**config.mk**
```make
export PLATFORM = sky130hd
export DESIGN_NAME = rse_emit
export DESIGN_NICKNAME = d
export VERILOG_FILES = /design/src/rtl/core/rse_pkg.sv /design/src/rtl/core/rse_emit.sv
export SDC_FILE = /design/constraint.sdc
export NUM_CORES = 1
export LEC_CHECK = 0
export BUFFER_PORTS_ARGS = -buffer_cell sky130_fd_sc_hd__buf_2
export CAP_MARGIN = 15
export CORE_ASPECT_RATIO = 1.4
export CORE_UTILIZATION = 55
export CTS_CLUSTER_DIAMETER = 80
export DETAILED_ROUTE_END_ITERATION = 10
export PLACE_DENSITY_LB_ADDON = 0.2
export SLEW_MARGIN = 15
export SYNTH_ARGS = -nofsm -noshare
export SYNTH_HDL_FRONTEND = slang
export SYNTH_SLANG_ARGS = --single-unit
```
**constraint.sdc**
```tcl
create_clock -name clk -period 2.8 [get_ports clk]
set_input_delay 0.7 -clock clk [delete_from_list [all_inputs] [get_ports clk]]
set_output_delay 0.7 -clock clk [all_outputs]
set_load 0.02 [all_outputs]
```
**src/rtl/core/rse_pkg.sv**
```systemverilog
// shared types, constants and helper functions of the postfix set evaluator
`timescale 1ns / 1ps
`default_nettype none
package rse_pkg;

	// stack geometry
	localparam int STACK_DEPTH = 1024;
	localparam int STK_AW = $clog2(STACK_DEPTH);
	localparam int STK_DW = $clog2(STACK_DEPTH + 1);

	// alphabet
	localparam int SET_W = 62;
	localparam int NUM_DIGITS = 10;
	localparam int NUM_LETTERS = 26;
	localparam int IDX_W = $clog2(SET_W);

	typedef logic [SET_W-1:0] set_t;
	typedef logic [IDX_W-1:0] sym_idx_t;

	// character codes
	localparam logic [7:0] CH_HASH  = 8'h23;
	localparam logic [7:0] CH_TILDE = 8'h7E;
	localparam logic [7:0] CH_AMP   = 8'h26;
	localparam logic [7:0] CH_BAR   = 8'h7C;
	localparam logic [7:0] CH_CARET = 8'h5E;
	localparam logic [7:0] CH_NL    = 8'h0A;
	localparam logic [7:0] CH_SPACE = 8'h20;
	localparam logic [7:0] CH_TAB   = 8'h09;
	localparam logic [7:0] CH_CR    = 8'h0D;
	localparam logic [7:0] CH_ZERO  = 8'h30;
	localparam logic [7:0] CH_NINE  = 8'h39;
	localparam logic [7:0] CH_UA    = 8'h41;
	localparam logic [7:0] CH_UZ    = 8'h5A;
	localparam logic [7:0] CH_LA    = 8'h61;
	localparam logic [7:0] CH_LZ    = 8'h7A;

	// stack command codes
	localparam logic [2:0] OP_PUSH = 3'd0;
	localparam logic [2:0] OP_NOT  = 3'd1;
	localparam logic [2:0] OP_AND  = 3'd2;
	localparam logic [2:0] OP_OR   = 3'd3;
	localparam logic [2:0] OP_XOR  = 3'd4;
	localparam logic [2:0] OP_DROP = 3'd5;
	localparam logic [2:0] OP_FIN  = 3'd6;

	typedef struct packed {
		logic [7:0] ch;
		logic       finish;
	} char_item_t;

	typedef struct packed {
		logic [7:0] out_char;
		logic       final_item;
		logic       error;
	} res_item_t;

	typedef struct packed {
		logic [2:0] op;
		set_t       val;
	} stk_cmd_t;

	// bottom entry handed from the stack to the output walker
	typedef struct packed {
		logic valid;
		set_t bits;
		logic err;
	} fin_info_t;

	function automatic logic is_space(input logic [7:0] c);
		return (c == CH_SPACE) || (c >= CH_TAB && c <= CH_CR);
	endfunction

	function automatic logic is_alnum(input logic [7:0] c);
		return (c >= CH_ZERO && c <= CH_NINE) || (c >= CH_UA && c <= CH_UZ) ||
			(c >= CH_LA && c <= CH_LZ);
	endfunction

	// one-hot symbol bit of an alphanumeric byte, zero otherwise
	function automatic set_t sym_bit(input logic [7:0] c);
		logic [7:0] k;
		k = 8'd0;
		if (c >= CH_ZERO && c <= CH_NINE) begin
			k = c - CH_ZERO;
		end else if (c >= CH_UA && c <= CH_UZ) begin
			k = c - CH_UA + 8'(NUM_DIGITS);
		end else if (c >= CH_LA && c <= CH_LZ) begin
			k = c - CH_LA + 8'(NUM_DIGITS + NUM_LETTERS);
		end
		return is_alnum(c) ? (set_t'(1) << k[IDX_W-1:0]) : '0;
	endfunction

	function automatic logic [7:0] sym_char(input sym_idx_t idx);
		logic [7:0] i;
		i = 8'(idx);
		if (i < 8'(NUM_DIGITS)) begin
			return CH_ZERO + i;
		end else if (i < 8'(NUM_DIGITS + NUM_LETTERS)) begin
			return CH_UA + (i - 8'(NUM_DIGITS));
		end
		return CH_LA + (i - 8'(NUM_DIGITS + NUM_LETTERS));
	endfunction

	function automatic set_t set_op(input logic [2:0] op, input set_t a, input set_t b);
		case (op)
			OP_OR:   return a | b;
			OP_XOR:  return a ^ b;
			default: return a & b;
		endcase
	endfunction

endpackage
`default_nettype wire

```
**src/rtl/core/rse_emit.sv**
```systemverilog
// output walker: scans the bottom set one symbol per cycle, while the output is not stalled, into the result register
`timescale 1ns / 1ps
`default_nettype none
module rse_emit
	import rse_pkg::*;
(
	input  wire logic      clk,
	input  wire logic      arst_n,
	input  wire fin_info_t fin,
	output logic           busy,
	output logic           res_valid,
	input  wire logic      res_stall,
	output res_item_t      res_data
);

	localparam logic [1:0] PH_WALK = 2'd0;
	localparam logic [1:0] PH_HASH = 2'd1;
	localparam logic [1:0] PH_NL   = 2'd2;

	logic       busy_q, busy_d;
	logic [1:0] phase_q, phase_d;
	logic       ov_q;
	res_item_t  od_q;
	set_t       set_q;
	sym_idx_t   idx_q;
	logic       any_q, err_q;

	logic       out_free, load, ld_final;
	logic [7:0] ld_char;

	assign out_free = !ov_q || !res_stall;

	// next symbol, hash or newline
	always_comb begin
		busy_d   = busy_q;
		phase_d  = phase_q;
		load     = 1'b0;
		ld_char  = CH_NL;
		ld_final = 1'b0;
		if (busy_q && out_free) begin
			unique case (phase_q)
				PH_WALK: begin
					if (set_q[idx_q]) begin
						load    = 1'b1;
						ld_char = sym_char(idx_q);
					end
					if (idx_q == sym_idx_t'(SET_W - 1)) begin
						phase_d = (any_q || set_q[idx_q]) ? PH_NL : PH_HASH;
					end
				end
				PH_HASH: begin
					load    = 1'b1;
					ld_char = CH_HASH;
					phase_d = PH_NL;
				end
				PH_NL: begin
					load     = 1'b1;
					ld_final = 1'b1;
					busy_d   = 1'b0;
				end
				default: begin
					phase_d = PH_NL;
				end
			endcase
		end
		if (fin.valid) begin
			busy_d  = 1'b1;
			phase_d = PH_WALK;
		end
	end

	// control registers
	always_ff @(posedge clk or negedge arst_n) begin
		if (!arst_n) begin
			busy_q  <= 1'b0;
			phase_q <= PH_WALK;
			ov_q    <= 1'b0;
		end else begin
			busy_q  <= busy_d;
			phase_q <= phase_d;
			ov_q    <= load || (ov_q && res_stall);
		end
	end

	// walker payload and result register
	always_ff @(posedge clk) begin
		if (fin.valid) begin
			set_q <= fin.bits;
			err_q <= fin.err;
			idx_q <= '0;
			any_q <= 1'b0;
		end else if (busy_q && out_free && phase_q == PH_WALK) begin
			idx_q <= idx_q + sym_idx_t'(1);
			any_q <= any_q | set_q[idx_q];
		end
		if (load) begin
			od_q.out_char   <= ld_char;
			od_q.final_item <= ld_final;
			od_q.error      <= err_q;
		end
	end

	assign busy      = busy_q;
	assign res_valid = ov_q;
	assign res_data  = od_q;

	a_no_overwrite: assert property (@(posedge clk) disable iff (!arst_n)
		(ov_q && res_stall) |-> !load)
		else $error("result register overwritten while stalled");

	a_fin_when_idle: assert property (@(posedge clk) disable iff (!arst_n)
		fin.valid |-> !busy_q)
		else $error("new finish while the walker is busy");

	a_final_ends: assert property (@(posedge clk) disable iff (!arst_n)
		(load && ld_final) |=> !busy_q)
		else $error("walker still busy after the closing newline");

endmodule
`default_nettype wire
```
==> results.txt <==
- Result of the run: finished, final reports clean
- The analysis attributes to net switching a power of around 1.2 mW.
* Ratio of routed vias to standard cells: roughly 5.4
- CP dominant cell by count: mux4_2
- Worst setup path category: reg2reg
* Worst path bufs/invs: 1
- Setup violations remaining at the end of the flow were counted as 0.
- From left edge to right edge, the die measures between 70 and 80 microns.
- In this run, the number of DRC markers left after iteration 0 of detailed routing was between 200 and 250.
- Required arrival time at the worst endpoint: 2860 ps
* Core occupancy in the finished layout: between 60% and 70%
- Clock-pin slew was measured on the worst setup and hold paths at 80 ps.
* Diode insertion count for antenna repair: 0
- For this run the aggregate overflow at the end of global routing stands at 0.
- The initial antenna violation count is 0.
- TritonCTS built the clock tree.
- Critical path endpoint: res_data[6]$_SDFFCE_PN0P_
* Pleak: between 1.5 and 2 nW
- WP depth: 6
* Final sum of negative setup slack: 0 ps
- GRT Resource Usage Total: 21.8%
- Post-synthesis sequential element count: 84
* CTS Buf Count: 9
- OpenSTA, run right after detailed placement, puts the worst setup slack at roughly 160 ps.
* Element type at the critical path end: flop
- Dividing the synthesized area by the synthesized cell count gives approximately 14 sq um.
- Kind of launch point of the worst setup path: flop
* Cell area after technology mapping: 0.00388 sq mm
- Relative contribution of combinational cells to total power: 32.2%
- After filler insertion, the fill cell instance count of the layout stands at 472.
- Once detail routing completed, the nets flagged for antenna violations numbered 0.
* Reg2reg start: idx_q[0]$_SDFFE_PP0P_
- Depth of the CTS H-tree: 3
- Class of the tightest hold or removal check: in2async
* Leading cell types in the layout, fill and taps excluded: buf_2, edfxtp_1, mux2i_1, nand2_1, ha_1
- The final number of max-transition violations came to 0.
* Post-layout nets: 453
- Arrival time of data at the critical path endpoint: 2590 ps
- Cells with a size suffix above 1 make up 31.3% of the layout.
* Die Height: 101 microns
- RSZ-0062 raised after global routing: false
- GPL Wtd Cong: 0.878
* Minimum clock period: 2530 ps
- Cell at the slowest stage of the critical path: mux4_2
- Total cell area at the placement stage: 0.00445 sq mm
- The die covers around 0.0074 sq mm.
- Entering global routing, the biggest net connects 43 pins.
* CTS Root Buffer Type: clkbuf_8
- Remaining design rule violation count: 0
* Standard cell core area: 0.00670 sq mm
- Worst Path Max Fanout: 9
* Fraction of power consumed by the clock network: 22.8%
- Slew margin rel.: 57.6%
- The internal power of the cells totals 2.54 mW.
* Category of cells accounting for the largest share of critical-path delay: multiplexers
- Net switching is 32.0% of the power.
- Peak supply drop: 0.538 mV
* Input/output buffers: a little under 80
* Cell breakdown of the critical path: mux4_2 -> mux4_2 -> a211o_1 -> nand3_2 -> buf_4 -> a2111oi_0
- Clock sink count: 84
* Maximum operating frequency: 0.396 GHz
* Number of distinct library cells after synthesis: 44
- Global-route wire length before repair: 11,800 microns
- Measured in cells, the most critical reg-to-reg path has a length of 6.
* Critical Path Max Stage Delay: 560 ps
* Number of instances in the synthesized netlist: ~280
- Once the floorplan was initialized, standard cells occupied 58.0% of the core.
- Number of global-route vias before repair: ~2,600
* Sequential element share of the synthesized area: around 63%
- The worst path meets setup with 273 ps of slack.
- Detailed-routing iteration count for the pre-antenna-repair pass: 4
- The design draws 3.74 mW.
- Of the total power, registers draw 44.9%.
* Transition time at the pin with the least slew margin: 630 ps
- Of the available clock period, the critical path in the final layout requires around nine tenths.
- The setup check on the worst reg-to-reg path leaves a slack of 270 ps.
- The final number of hold-violating endpoints was 0.
- Counting along the longest clock path gives a buffer depth of 2.
- RR Endpoint: res_data[6]$_SDFFCE_PN0P_
- Nets in the synthesized netlist: 362
- The routed design has approximately 7000 microns of wire.
- Power density normalized to cell area: about 800 mW/mm^2
- Area used by multi-input combinational logic: roughly 0.0014 sq mm
* Max-cap viol count: 0
* Yosys warning total: 0
* DP Wirelength: between 5000 and 6000 microns
- Via count: 2,505
* Per-cell routed wire length: 15.5 microns
- At the later pin of the worst-skew pair, clock insertion delay measures around 350 ps.
- Most frequent standard cell in the layout excluding fill and tap cells: buf_2
* Startpoint of the worst setup timing path: idx_q[0]$_SDFFE_PP0P_
- Compared with the post-synthesis result, the final layout area differs by 19.7%.
* Count of standard-cell rows: 35
* Finished Cell Area: 0.00465 sq mm
- For this design the top-level I/O count stands at 79.
* Area of all sequential standard cells: between 0.002 and 0.0025 sq mm
- Clock skew after layout: 10.9 ps
power groups by stage:
stage	clock (mW)	combinational, mW	sequential (mW)
2_1_floorplan	0	0.745	1.80
3_3_place_gp	0	1.18	1.71
3_5_place_dp	0	1.19	1.71
4_1_cts	0.873	1.20	1.69
5_1_grt	0.922	1.33	1.70
6_report	0.853	1.21	1.68
cells in the mapped netlist, drive strengths merged:
cell	instances	area (sq um)
edfxtp	73	2190
mux2i	20	200
nand2	18	67.6
ha	17	213
nor2	15	56.3
a21oi	13	65.1
xnor2	13	114
inv	11	41.3
dfxtp	7	140
mux4	7	158
a22oi	6	45.0
buf	6	35.0
nand3	6	35.0
clkbuf	5	18.8
nor3	5	25.0
and2	4	25.0
dfrtp	4	100
nor2b	4	25.0
o21ai	4	20.0
o31ai	4	30.0
xor2	4	35.0
a211oi	3	22.5
nand3b	3	22.5
or3	3	18.8
a2111oi	2	17.5
a21o	2	15.0
a31o	2	17.5
a41oi	2	17.5
nand4	2	12.5
nor3b	2	15.0
a211o	1	8.76
clkinv	1	3.75
nand2b	1	6.26
nor4	1	6.26
o211ai	1	7.51
o21a	1	7.51
o21bai	1	7.51
o2bb2ai	1	8.76
o31a	1	8.76
o32a	1	10.0
o41ai	1	8.76
timing repair:
action                     in CTS  in global routing
setup buffers                   0                  0
resized for setup               0                  1
hold buffers                    0                  0
setup endpoints to repair       0                 10
state kept, by name (all words and copies together), names as in the netlist:
register and count:
res_data 10, set_q 62, res_valid 1, idx_q 6
err_q 1, phase_q 2, any_q 1, busy 1
area by class of cell:
class,instances,area share [%]
clock buffers,10,2.75
inverters,12,0.969
flip-flops and latches,84,52.3
well taps,92,2.48
clock inverters,6,1.53
repair buffers,91,10.8
multi-input cells,171,29.2
routing by layer:
metal	vias to the layer above	share of wire, %	track usage [%]
met1	1168	39	26.1
met4	0	1.8	10.7
met3	15	4.5	5.47
met5	-	0	0
met2	96	55	36.6
li1	1226	-	-
logic make-up after synthesis:
kind of cell	after synthesis	share of synthesized area (%)
xor+xnor	17	3.83
flops	84	62.6
mux	27	9.21
simple gates	64	8.12
fa+ha+maj	17	5.48
compound gates	46	8.18
buf+inv	23	2.54
per-stage QoR:
| step | instances | hold WS (ps) |
|---|---|---|
| after detailed placement | 450 | 416 |
| after CTS | 466 | 128 |
| after floorplan | 278 | 400 |
| after global placement | 450 | 422 |
| final | 466 | 149 |
| after global routing | 466 | 126 |
worst min-delay path by stage:
| stage | slack, ps | to | start |
|---|---|---|---|
| 4_1_cts | 130 | res_valid$_DFF_PN0_ | arst_n |
| 2_1_floorplan | 400 | busy$_DFFE_PN0P_ | arst_n |
| 5_1_grt | 130 | busy$_DFFE_PN0P_ | arst_n |
| 6_report | 150 | busy$_DFFE_PN0P_ | arst_n |
| 3_3_place_gp | 420 | res_data[0]$_DFFE_PP_ | err_q$_DFFE_PP_ |
| 3_5_place_dp | 420 | res_data[0]$_DFFE_PP_ | err_q$_DFFE_PP_ |
Note: power is estimated with default switching activity, not from simulation.
